--- config.mk ---
export PLATFORM = sky130hd
export DESIGN_NAME = ecg_morph_extremum_detector_core
export DESIGN_NICKNAME = d
export VERILOG_FILES = /design/src/design/emd_pkg.sv /design/src/design/emd_ring.sv /design/src/design/emd_datapath.sv /design/src/design/emd_ctrl.sv /design/src/design/ecg_morph_extremum_detector_core.sv
export SDC_FILE = /design/constraint.sdc
export NUM_CORES = 2
export LEC_CHECK = 0
export BUFFER_PORTS_ARGS = -buffer_cell sky130_fd_sc_hd__buf_2
export CORE_MARGIN = 5
export CORE_UTILIZATION = 30
export DETAILED_ROUTE_END_ITERATION = 7
export PLACE_DENSITY = 0.55
export SKIP_LAST_GASP = 1
export SYNTH_ARGS = -nofsm -noshare
export SYNTH_HDL_FRONTEND = slang
export SYNTH_HIERARCHICAL = 1
export SYNTH_SLANG_ARGS = --single-unit
export TNS_END_PERCENT = 5
--- constraint.sdc ---
create_clock -name clk -period 4.08 [get_ports clk]
set_input_delay 0.816 -clock clk [delete_from_list [all_inputs] [get_ports clk]]
set_output_delay 0.816 -clock clk [all_outputs]
set_load 0.005 [all_outputs]
--- src/design/emd_pkg.sv ---
// ----------------------------------------------------------------------------
// emd_pkg
// Shared types, constants and the transform function of the ECG
// morphological extremum detector.
// ----------------------------------------------------------------------------
package emd_pkg;

	// default configuration of the block
	localparam int RING_DEPTH_DEF  = 64;
	localparam int HALF_WINDOW_DEF = 4;
	localparam int LAG_MARGIN_DEF  = 8;
	localparam int TABLE_DEPTH_DEF = 32;
	localparam int WRAP_LIMIT_DEF  = 8;

	// field widths
	localparam int SAMPLE_W    = 12;
	localparam int VALUE_W     = 13;
	localparam int THRESH_W    = 12;
	localparam int POS_W       = 10;
	localparam int SLOT_W      = 5;
	localparam int CFG_INDEX_W = 2;

	// register indexes
	localparam logic [CFG_INDEX_W-1:0] REG_HIGH_THRESHOLD = 2'd0;
	localparam logic [CFG_INDEX_W-1:0] REG_LOW_THRESHOLD  = 2'd1;

	localparam logic [THRESH_W-1:0] HIGH_THRESHOLD_RST = 12'd180;
	localparam logic [THRESH_W-1:0] LOW_THRESHOLD_RST  = 12'd5;

	typedef enum logic [1:0] {
		ST_IDLE,
		ST_SCAN,
		ST_CALC,
		ST_DECIDE
	} emd_state_t;

	typedef struct packed {
		logic load;
		logic scan;
		logic calc;
		logic decide;
	} emd_cmd_t;

	typedef struct packed {
		logic scan_done;
	} emd_status_t;

	// floor(((mx + mn - 2x) * 10) / 16); gain of 10 as 8 + 2
	function automatic logic signed [VALUE_W-1:0] morph_value(
		input logic signed [SAMPLE_W-1:0] mx,
		input logic signed [SAMPLE_W-1:0] mn,
		input logic signed [SAMPLE_W-1:0] x
	);
		logic signed [SAMPLE_W+1:0] sum;
		logic signed [SAMPLE_W+5:0] prod;
		sum  = {{2{mx[SAMPLE_W-1]}}, mx} + {{2{mn[SAMPLE_W-1]}}, mn}
			- {x[SAMPLE_W-1], x, 1'b0};
		prod = ({{4{sum[SAMPLE_W+1]}}, sum} <<< 3) + ({{4{sum[SAMPLE_W+1]}}, sum} <<< 1);
		return prod[VALUE_W+3:4];
	endfunction

endpackage

--- src/design/emd_ring.sv ---
// ----------------------------------------------------------------------------
// emd_ring
// Sample ring: one write port, one registered read port, per-entry valid
// bits so that never-written entries read as zero.
// ----------------------------------------------------------------------------
module emd_ring #(
	parameter int RING_DEPTH = emd_pkg::RING_DEPTH_DEF
) (
	input  logic                                clk,
	input  logic                                arst_n,
	input  logic                                wr_en,
	input  logic [$clog2(RING_DEPTH)-1:0]       wr_addr,
	input  logic signed [emd_pkg::SAMPLE_W-1:0] wr_data,
	input  logic                                rd_en,
	input  logic [$clog2(RING_DEPTH)-1:0]       rd_addr,
	output logic signed [emd_pkg::SAMPLE_W-1:0] rd_data
);

	logic signed [emd_pkg::SAMPLE_W-1:0] mem_q [RING_DEPTH];
	logic [RING_DEPTH-1:0]               valid_q;
	logic signed [emd_pkg::SAMPLE_W-1:0] rd_data_s1;
	logic                                rd_valid_s1;

	always_ff @(posedge clk) begin
		if (wr_en) begin
			mem_q[wr_addr] <= wr_data;
		end
		if (rd_en) begin
			rd_data_s1 <= mem_q[rd_addr];
		end
	end

	always_ff @(posedge clk or negedge arst_n) begin
		if (!arst_n) begin
			valid_q     <= '0;
			rd_valid_s1 <= 1'b0;
		end else begin
			if (wr_en) begin
				valid_q[wr_addr] <= 1'b1;
			end
			if (rd_en) begin
				rd_valid_s1 <= valid_q[rd_addr];
			end
		end
	end

	assign rd_data = rd_valid_s1 ? rd_data_s1 : '0;

endmodule

--- src/design/emd_datapath.sv ---
// ----------------------------------------------------------------------------
// emd_datapath
// Ring addressing, three-lane window scan, transform, extremum decision and
// result register.
// ----------------------------------------------------------------------------
module emd_datapath #(
	parameter int RING_DEPTH  = emd_pkg::RING_DEPTH_DEF,
	parameter int HALF_WINDOW = emd_pkg::HALF_WINDOW_DEF,
	parameter int LAG_MARGIN  = emd_pkg::LAG_MARGIN_DEF,
	parameter int TABLE_DEPTH = emd_pkg::TABLE_DEPTH_DEF,
	parameter int WRAP_LIMIT  = emd_pkg::WRAP_LIMIT_DEF
) (
	input  logic                                   clk,
	input  logic                                   arst_n,
	input  emd_pkg::emd_cmd_t                      cmd,
	output emd_pkg::emd_status_t                   status,
	input  logic signed [emd_pkg::SAMPLE_W-1:0]    sample,
	input  logic                                   cfg_we,
	input  logic [emd_pkg::CFG_INDEX_W-1:0]        cfg_index,
	input  logic [emd_pkg::THRESH_W-1:0]           cfg_data,
	output logic                                   stored,
	output logic                                   reported,
	output logic                                   is_maximum,
	output logic [emd_pkg::POS_W-1:0]              position,
	output logic signed [emd_pkg::VALUE_W-1:0]     transform_value,
	output logic [emd_pkg::SLOT_W-1:0]             table_slot
);

	localparam int AW       = $clog2(RING_DEPTH);
	localparam int TW       = $clog2(TABLE_DEPTH);
	localparam int WW       = $clog2(WRAP_LIMIT + 1);
	localparam int SCAN_LEN = 2 * HALF_WINDOW + 3;
	localparam int CW       = $clog2(SCAN_LEN + 1);
	localparam int PW       = AW + WW + emd_pkg::POS_W;
	localparam int SW       = TW + emd_pkg::SLOT_W;

	localparam logic [AW-1:0] RING_LAST  = AW'(RING_DEPTH - 1);
	localparam logic [AW:0]   RING_SIZE  = (AW+1)'(RING_DEPTH);
	localparam logic [AW:0]   LAG_STEP   = (AW+1)'((1 + LAG_MARGIN) % RING_DEPTH);
	localparam logic [AW:0]   BACK_STEP  = (AW+1)'(RING_DEPTH - HALF_WINDOW);
	localparam logic [TW-1:0] TABLE_LAST = TW'(TABLE_DEPTH - 1);
	localparam logic [WW-1:0] WRAP_LAST  = WW'(WRAP_LIMIT - 1);
	localparam logic [CW-1:0] SCAN_END   = CW'(SCAN_LEN);

	localparam int SW_S = emd_pkg::SAMPLE_W;
	localparam int VW   = emd_pkg::VALUE_W;

	// configuration
	logic [emd_pkg::THRESH_W-1:0] high_thr_q, low_thr_q;

	// ring bookkeeping
	logic [AW-1:0] wi_q, wi_next, anchor, mid, start;
	logic [AW:0]   anchor_sum, start_sum;
	logic [WW-1:0] wc_q, wc_next, wraps;
	logic [AW-1:0] mid_q;
	logic [WW-1:0] wraps_q;

	// scan
	logic [AW-1:0] rd_addr_q;
	logic [CW-1:0] rd_cnt_q, acc_idx_q;
	logic          rd_pend_s1;
	logic          rd_issue;
	logic signed [SW_S-1:0] rd_data;
	logic signed [SW_S-1:0] mx_q [3];
	logic signed [SW_S-1:0] mn_q [3];
	logic signed [SW_S-1:0] x_q  [3];

	// transforms at anchor, anchor+1, anchor+2
	logic signed [VW-1:0] d_q, v1_q, v2_q;

	// decision
	logic signed [VW-1:0] plateau_q;
	logic [TW-1:0]        tp_q, tp_next;
	logic                 learning_q;
	logic [VW-1:0]        mag;
	logic                 qualifies, strict, plateau_end, store_c, is_max_c, plateau_start;
	logic [PW-1:0]        pos_full;
	logic [SW-1:0]        slot_wide;

	emd_ring #(
		.RING_DEPTH(RING_DEPTH)
	) u_ring (
		.clk    (clk),
		.arst_n (arst_n),
		.wr_en  (cmd.load),
		.wr_addr(wi_q),
		.wr_data(sample),
		.rd_en  (rd_issue),
		.rd_addr(rd_addr_q),
		.rd_data(rd_data)
	);

	// analysis point and window start for the item being loaded
	always_comb begin
		wi_next    = (wi_q == RING_LAST) ? '0 : wi_q + 1'b1;
		anchor_sum = {1'b0, wi_next} + LAG_STEP;
		anchor     = (anchor_sum >= RING_SIZE) ? AW'(anchor_sum - RING_SIZE) : anchor_sum[AW-1:0];
		mid        = (anchor == RING_LAST) ? '0 : anchor + 1'b1;
		start_sum  = {1'b0, anchor} + BACK_STEP;
		start      = (start_sum >= RING_SIZE) ? AW'(start_sum - RING_SIZE) : start_sum[AW-1:0];
		if (anchor == '0) begin
			wc_next = (wc_q == WRAP_LAST) ? '0 : wc_q + 1'b1;
		end else begin
			wc_next = wc_q;
		end
		wraps = (mid != '0) ? wc_next : wc_next + 1'b1;
	end

	assign rd_issue         = cmd.scan && (rd_cnt_q != SCAN_END);
	assign status.scan_done = (rd_cnt_q == SCAN_END) && !rd_pend_s1;

	// extremum decision on the three transforms
	always_comb begin
		mag           = v1_q[VW-1] ? VW'(-v1_q) : v1_q;
		qualifies     = (mag > {1'b0, high_thr_q}) || (mag > {1'b0, low_thr_q});
		strict        = ((v1_q > v2_q) && (v1_q > d_q)) || ((v1_q < v2_q) && (v1_q < d_q));
		plateau_end   = (v1_q == d_q) &&
			(((plateau_q < v1_q) && (v1_q > v2_q)) || ((plateau_q > v1_q) && (v1_q < v2_q)));
		store_c       = qualifies && (strict || plateau_end);
		is_max_c      = strict ? ((v1_q > v2_q) && (v1_q > d_q))
			: ((plateau_q < v1_q) && (v1_q > v2_q));
		plateau_start = (v1_q == v2_q) && (v1_q != d_q) && qualifies;
		tp_next       = (tp_q == TABLE_LAST) ? '0 : tp_q + 1'b1;
		pos_full      = PW'(mid_q) + PW'(wraps_q) * PW'(RING_DEPTH);
		slot_wide     = SW'(tp_q);
	end

	// control state
	always_ff @(posedge clk or negedge arst_n) begin
		if (!arst_n) begin
			high_thr_q      <= emd_pkg::HIGH_THRESHOLD_RST;
			low_thr_q       <= emd_pkg::LOW_THRESHOLD_RST;
			wi_q            <= '0;
			wc_q            <= '0;
			rd_cnt_q        <= '0;
			acc_idx_q       <= '0;
			rd_pend_s1      <= 1'b0;
			plateau_q       <= '0;
			tp_q            <= '0;
			learning_q      <= 1'b1;
			stored          <= 1'b0;
			reported        <= 1'b0;
			is_maximum      <= 1'b0;
			position        <= '0;
			transform_value <= '0;
			table_slot      <= '0;
		end else begin
			if (cfg_we) begin
				unique case (cfg_index)
					emd_pkg::REG_HIGH_THRESHOLD: high_thr_q <= cfg_data;
					emd_pkg::REG_LOW_THRESHOLD:  low_thr_q  <= cfg_data;
					default: ;
				endcase
			end
			if (cmd.load) begin
				wi_q       <= wi_next;
				wc_q       <= wc_next;
				rd_cnt_q   <= '0;
				acc_idx_q  <= '0;
				rd_pend_s1 <= 1'b0;
			end else if (cmd.scan) begin
				rd_pend_s1 <= rd_issue;
				if (rd_issue) begin
					rd_cnt_q <= rd_cnt_q + 1'b1;
				end
				if (rd_pend_s1) begin
					acc_idx_q <= acc_idx_q + 1'b1;
				end
			end
			if (cmd.decide) begin
				if (plateau_start) begin
					plateau_q <= d_q;
				end
				if (store_c) begin
					tp_q <= tp_next;
					if (tp_next == '0) begin
						learning_q <= 1'b0;
					end
				end
				stored          <= store_c;
				reported        <= store_c && (!learning_q || (tp_next == '0));
				is_maximum      <= store_c && is_max_c;
				position        <= store_c ? pos_full[emd_pkg::POS_W-1:0] : '0;
				transform_value <= store_c ? v1_q : '0;
				table_slot      <= store_c ? slot_wide[emd_pkg::SLOT_W-1:0] : '0;
			end
		end
	end

	// payload
	always_ff @(posedge clk) begin
		if (cmd.load) begin
			mid_q     <= mid;
			wraps_q   <= wraps;
			rd_addr_q <= start;
			for (int c = 0; c < 3; c++) begin
				mx_q[c] <= '0;
				mn_q[c] <= '0;
			end
		end else if (cmd.scan) begin
			if (rd_issue) begin
				rd_addr_q <= (rd_addr_q == RING_LAST) ? '0 : rd_addr_q + 1'b1;
			end
			// lane c covers scan offsets c .. c + 2*HALF_WINDOW
			if (rd_pend_s1) begin
				for (int c = 0; c < 3; c++) begin
					if ((acc_idx_q >= CW'(c)) && (acc_idx_q <= CW'(c + 2 * HALF_WINDOW))) begin
						if (rd_data > mx_q[c]) begin
							mx_q[c] <= rd_data;
						end
						if (rd_data < mn_q[c]) begin
							mn_q[c] <= rd_data;
						end
					end
					if (acc_idx_q == CW'(c + HALF_WINDOW)) begin
						x_q[c] <= rd_data;
					end
				end
			end
		end
		if (cmd.calc) begin
			d_q  <= emd_pkg::morph_value(mx_q[0], mn_q[0], x_q[0]);
			v1_q <= emd_pkg::morph_value(mx_q[1], mn_q[1], x_q[1]);
			v2_q <= emd_pkg::morph_value(mx_q[2], mn_q[2], x_q[2]);
		end
	end

`ifndef SYNTHESIS
	a_report_needs_store: assert property (@(posedge clk) disable iff (!arst_n)
		reported |-> stored)
		else $error("reported result without a stored extremum");

	a_pointer_moves_on_store: assert property (@(posedge clk) disable iff (!arst_n)
		!$stable(tp_q) |-> $past(cmd.decide && store_c))
		else $error("table pointer advanced without a store");

	a_learning_stays_off: assert property (@(posedge clk) disable iff (!arst_n)
		!learning_q |=> !learning_q)
		else $error("learning pass restarted");
`endif

endmodule

--- src/design/emd_ctrl.sv ---
// ----------------------------------------------------------------------------
// emd_ctrl
// Sequencer: accept a sample, run the ring scan, compute transforms, then
// decide and hand the result to the output register.
// ----------------------------------------------------------------------------
module emd_ctrl (
	input  logic                 clk,
	input  logic                 arst_n,
	input  logic                 in_valid,
	output logic                 in_ready,
	output logic                 out_valid,
	input  logic                 out_ready,
	input  emd_pkg::emd_status_t status,
	output emd_pkg::emd_cmd_t    cmd
);

	emd_pkg::emd_state_t state_q, state_next;
	logic                out_valid_q;
	logic                out_free;

	assign out_free  = !out_valid_q || out_ready;
	assign out_valid = out_valid_q;

	always_comb begin
		state_next = state_q;
		unique case (state_q)
			emd_pkg::ST_IDLE:   if (in_valid) state_next = emd_pkg::ST_SCAN;
			emd_pkg::ST_SCAN:   if (status.scan_done) state_next = emd_pkg::ST_CALC;
			emd_pkg::ST_CALC:   state_next = emd_pkg::ST_DECIDE;
			emd_pkg::ST_DECIDE: if (out_free) state_next = emd_pkg::ST_IDLE;
			default:            state_next = emd_pkg::ST_IDLE;
		endcase
	end

	always_comb begin
		in_ready   = (state_q == emd_pkg::ST_IDLE);
		cmd.load   = (state_q == emd_pkg::ST_IDLE) && in_valid;
		cmd.scan   = (state_q == emd_pkg::ST_SCAN);
		cmd.calc   = (state_q == emd_pkg::ST_CALC);
		// hold the decision until the result register is free
		cmd.decide = (state_q == emd_pkg::ST_DECIDE) && out_free;
	end

	always_ff @(posedge clk or negedge arst_n) begin
		if (!arst_n) begin
			state_q     <= emd_pkg::ST_IDLE;
			out_valid_q <= 1'b0;
		end else begin
			state_q <= state_next;
			if (cmd.decide) begin
				out_valid_q <= 1'b1;
			end else if (out_ready) begin
				out_valid_q <= 1'b0;
			end
		end
	end

`ifndef SYNTHESIS
	a_decide_waits: assert property (@(posedge clk) disable iff (!arst_n)
		(state_q == emd_pkg::ST_DECIDE && out_valid_q && !out_ready)
		|=> (state_q == emd_pkg::ST_DECIDE))
		else $error("decision overran a pending result");

	a_result_from_decide: assert property (@(posedge clk) disable iff (!arst_n)
		$rose(out_valid_q) |-> $past(state_q == emd_pkg::ST_DECIDE))
		else $error("result raised outside the decide step");
`endif

endmodule

--- src/design/ecg_morph_extremum_detector_core.sv ---
// ----------------------------------------------------------------------------
// ecg_morph_extremum_detector_core
// Morphological-transform extremum detector for filtered ECG samples.
// ----------------------------------------------------------------------------
// Each sample is written into the ring, then the ring is read once per cycle
// over the 2*HALF_WINDOW+3 positions that cover the windows of the analysis
// point and its two neighbors; three min/max lanes fill in parallel from the
// single read port of the sample ring. Scan, transform and decision run in
// order, and a new sample is taken only once the sequencer is back in idle
// after the decision on the last one; a result still waiting for transfer
// stalls the decision step, and no sample is taken meanwhile. Ring entries
// read as zero until written (valid bits clear at reset, no clearing pass).
// Thresholds are to be written by the user while idle; the block does not enforce it.
// ----------------------------------------------------------------------------
module ecg_morph_extremum_detector_core #(
	parameter int RING_DEPTH  = emd_pkg::RING_DEPTH_DEF,
	parameter int HALF_WINDOW = emd_pkg::HALF_WINDOW_DEF,
	parameter int LAG_MARGIN  = emd_pkg::LAG_MARGIN_DEF,
	parameter int TABLE_DEPTH = emd_pkg::TABLE_DEPTH_DEF,
	parameter int WRAP_LIMIT  = emd_pkg::WRAP_LIMIT_DEF
) (
	input  logic                                clk,
	input  logic                                arst_n,
	input  logic                                in_valid,
	output logic                                in_ready,
	input  logic signed [emd_pkg::SAMPLE_W-1:0] sample,
	output logic                                out_valid,
	input  logic                                out_ready,
	output logic                                stored,
	output logic                                reported,
	output logic                                is_maximum,
	output logic [emd_pkg::POS_W-1:0]           position,
	output logic signed [emd_pkg::VALUE_W-1:0]  transform_value,
	output logic [emd_pkg::SLOT_W-1:0]          table_slot,
	input  logic                                cfg_we,
	input  logic [emd_pkg::CFG_INDEX_W-1:0]     cfg_index,
	input  logic [emd_pkg::THRESH_W-1:0]        cfg_data
);

	emd_pkg::emd_cmd_t    cmd;
	emd_pkg::emd_status_t status;

	emd_ctrl u_ctrl (
		.clk      (clk),
		.arst_n   (arst_n),
		.in_valid (in_valid),
		.in_ready (in_ready),
		.out_valid(out_valid),
		.out_ready(out_ready),
		.status   (status),
		.cmd      (cmd)
	);

	emd_datapath #(
		.RING_DEPTH (RING_DEPTH),
		.HALF_WINDOW(HALF_WINDOW),
		.LAG_MARGIN (LAG_MARGIN),
		.TABLE_DEPTH(TABLE_DEPTH),
		.WRAP_LIMIT (WRAP_LIMIT)
	) u_datapath (
		.clk            (clk),
		.arst_n         (arst_n),
		.cmd            (cmd),
		.status         (status),
		.sample         (sample),
		.cfg_we         (cfg_we),
		.cfg_index      (cfg_index),
		.cfg_data       (cfg_data),
		.stored         (stored),
		.reported       (reported),
		.is_maximum     (is_maximum),
		.position       (position),
		.transform_value(transform_value),
		.table_slot     (table_slot)
	);

endmodule
==> run metrics <==
Synth top area share 0.556; Mean Syn Cell Area between 15 and 20 sq um; worst path arrival time 4.54 ns; chip width roughly 420 um; largest net degree at the start of global routing a little under 80; H-Tree Depth 3; fillers approximately 16000; Mapped Cells around 3300; status finished clean; remaining routing DRC violations 0; sequential area share after synthesis 0.635; nets@finish between 3000 and 4000; placer's final routability congestion estimate 0.818; Hold Crit Class in -> async; Top FF cell, synth edfxtp_1; CTS tree yes; clock-pin slew on the worst setup and hold paths 0.06 ns; Detailed Routing Iterations Pass 1 5; P_leak 0.0220 uW; root buf cell clkbuf_16; die extent in y roughly 420 um; worst hold margin ~0.11 ns; commonest cells after routing, fill and taps aside 943 x edfxtp_1, 257 x inv_1, 214 x ha_1; remaining global-route overflow 0; Max IR drop VDD 0.680 mV; worst r2r path cells 18; PD cells just under 900 nW/um^2; Die ar. 178000 sq um; maximum clock path buffer count 3; Synth area leaders edfxtp_1 56%, mux4_2 8.8%, dfrtp_1 7.6%; R2R Setup Slk around 0.1 ns; CTS buffer count about 120; DR WL/cell 21.2 um; GRT Overall Usage 0.138; IO Pins between 60 and 70; Fmax between 200 and 300 MHz; Slew @ Worst Pin between 1 and 1.5 ns; endpoints failing setup 0; first-pass GRT wire length 189 mm; Synth cell types between 80 and 90; normalized max-slew margin 0.186; mapped cell area between 50000 and 60000 sq um; Starting Density 0.301; #FFs+latches synth approximately 1100; critical path fanouts, max 3; critical path class reg -> reg; antenna violations before repair 6; dpl hpwl roughly 85 mm; Clock Sink Count 1104; Worst setup EP type flop; Via density 4.88; syn_nets between 3000 and 4000; worst path required time approximately 4.6 ns; dpl ws -0.0694 ns; number of routed nets with antenna violations 0; area delta synth->final 16.5%; RR Endpoint u_datapath/d_q[11]$_DFFE_PP_; Worst Setup Slack, final about 0.1 ns; Post-synth EDFFs ~940; WL final between 100 and 150 mm; core area about 170000 sq um; Vias between 20000 and 30000; Clock Skew around 0.055 ns; Final Hold Fails 0; commonest non-fill, non-tap cell in the layout edfxtp_1; vias in the first global route roughly 29000; Iteration-0 DRC Markers 2228; reg2reg start u_datapath/x_q[0][2]$_DFFE_PP_; share of cells above drive strength 1 0.230; max cap viols 0; Skew-Pair Late Insertion Delay about 0.74 ns; RSZ-0062 raised after global routing true; PortBufs between 60 and 70; minimum clock period 3.98 ns; max-slew violations 0; crit start category flop; dominant cell type by area after synthesis edfxtp_1; Async SR Flop Fraction 0.146; period utilisation layout 0.976; Std-Cell Rows 151; YS warnings 6
## layout make-up
class                   instances  area [sq um]  area share
multi-input cells            1804         17300       0.292
repair buffers                279          2080      0.0351
flip-flops and latches       1104         32400       0.545
diodes                          1          2.50   0.0000422
well taps                    2218          2780      0.0468
inverters                     258           968      0.0163
clock inverters                74           793      0.0134
clock buffers                 140          3030      0.0511
## how the worst max path moves through the flow
stage	from	to	depth (start not counted)
after floorplan	u_datapath/x_q[0][2]$_DFFE_PP_	u_datapath/d_q[11]$_DFFE_PP_	16
after global placement	u_datapath/x_q[0][1]$_DFFE_PP_	u_datapath/d_q[11]$_DFFE_PP_	16
after detailed placement	u_datapath/x_q[0][1]$_DFFE_PP_	u_datapath/d_q[11]$_DFFE_PP_	17
after CTS	u_datapath/x_q[0][1]$_DFFE_PP_	u_datapath/d_q[11]$_DFFE_PP_	17
after global routing	u_datapath/x_q[0][3]$_DFFE_PP_	u_datapath/d_q[11]$_DFFE_PP_	15
final	u_datapath/x_q[0][2]$_DFFE_PP_	u_datapath/d_q[11]$_DFFE_PP_	18
## repair_timing
item / CTS / global route
hold buffers: 0 / 0
resized for setup: 2 / 60
pin swaps: 1 / 24
buffers inserted: 0 / 7
setup endpoints to repair: 2 / 37
## per-stage QoR
stage	cells	total power [uW]	instance area [sq um]	utilization	setup TNS [ns]
6_report	5878	51400	59300	0.351	0
3_5_place_dp	5656	40000	55200	0.326	-0.0708
3_3_place_gp	5656	39800	55200	0.326	-0.00827
4_1_cts	5870	50800	59000	0.349	-0.0146
5_1_grt	5877	55000	59300	0.351	-0.341
2_1_floorplan	3291	32200	50900	-	0
## worst max-delay path, cell delays in order (launching register included)
cell	delay [ns]
edfxtp_1	0.39
fa_1	0.54
inv_1	0.05
ha_1	0.30
a21o_1	0.16
a31o_2	0.24
a21oi_2	0.12
buf_4	0.13
a21oi_4	0.05
a21oi_1	0.14
o21bai_1	0.12
a21o_1	0.17
a21oi_2	0.16
xnor2_2	0.15
buf_4	0.15
ha_4	0.20
nand2b_1	0.15
or4_1	0.53
nand3_2	0.09
## cells in the mapped netlist (13+ instances only)
library cell	instances
xnor2_1	68
a211oi_1	17
dfrtp_1	154
xor2_1	41
a21boi_0	26
a22oi_1	84
ha_1	230
a21o_1	56
nor2b_1	36
and4_1	13
buf_2	25
mux4_2	200
edfxtp_1	943
mux2_2	38
nand2_1	107
o21a_1	24
or2_2	56
a21oi_1	98
nand2b_1	34
clkbuf_1	65
a22o_1	32
and3_1	13
mux2i_1	23
and2_1	26
or2_1	16
nand4_1	42
nand3_1	69
fa_1	39
nor2_1	132
nor3_1	27
inv_1	258
buf_1	17
o21ai_0	68
a2111oi_0	13
## metal layers
layer | track usage | vias to the layer above | wire length [um]
li1 | - | 13200 | -
met1 | 0.190 | 14700 | 56400
met2 | 0.226 | 627 | 58900
met3 | 0.0249 | 179 | 6180
met4 | 0.0378 | 0 | 3350
met5 | 0 | - | 0
## power breakdown
group	internal (uW)	total, uW	switching, uW
Sequential	14300	15100	744
Combinational	11600	25700	14100
Clock	6170	10600	4420
## cells by family after synthesis
family / after synthesis / synth area share
and+or+nand+nor: 628 / 0.0653
muxes: 262 / 0.102
buffers and inverters: 383 / 0.0307
DFF: 1104 / 0.635
adders and majority gates: 269 / 0.0719
xor gates and xnor gates: 110 / 0.0191
AOI/OAI and AO/OA: 535 / 0.0759
## state kept, by name, indices dropped and copies added (netlist names), 6 cells and up
signal                        count
u_datapath/u_ring/mem_q         768
u_datapath/u_ring/valid_q        64
u_datapath/mn_q                  36
u_datapath/mx_q                  36
u_datapath/x_q                   36
u_datapath/d_q                   13
u_datapath/plateau_q             13
u_datapath/transform_value       13
u_datapath/v1_q                  13
u_datapath/v2_q                  13
u_datapath/high_thr_q            12
u_datapath/low_thr_q             12
u_datapath/u_ring/rd_data_s1     12
u_datapath/position              10
u_datapath/mid_q                  6
u_datapath/rd_addr_q              6
u_datapath/wi_q                   6
(Power assumes the default switching activity.)
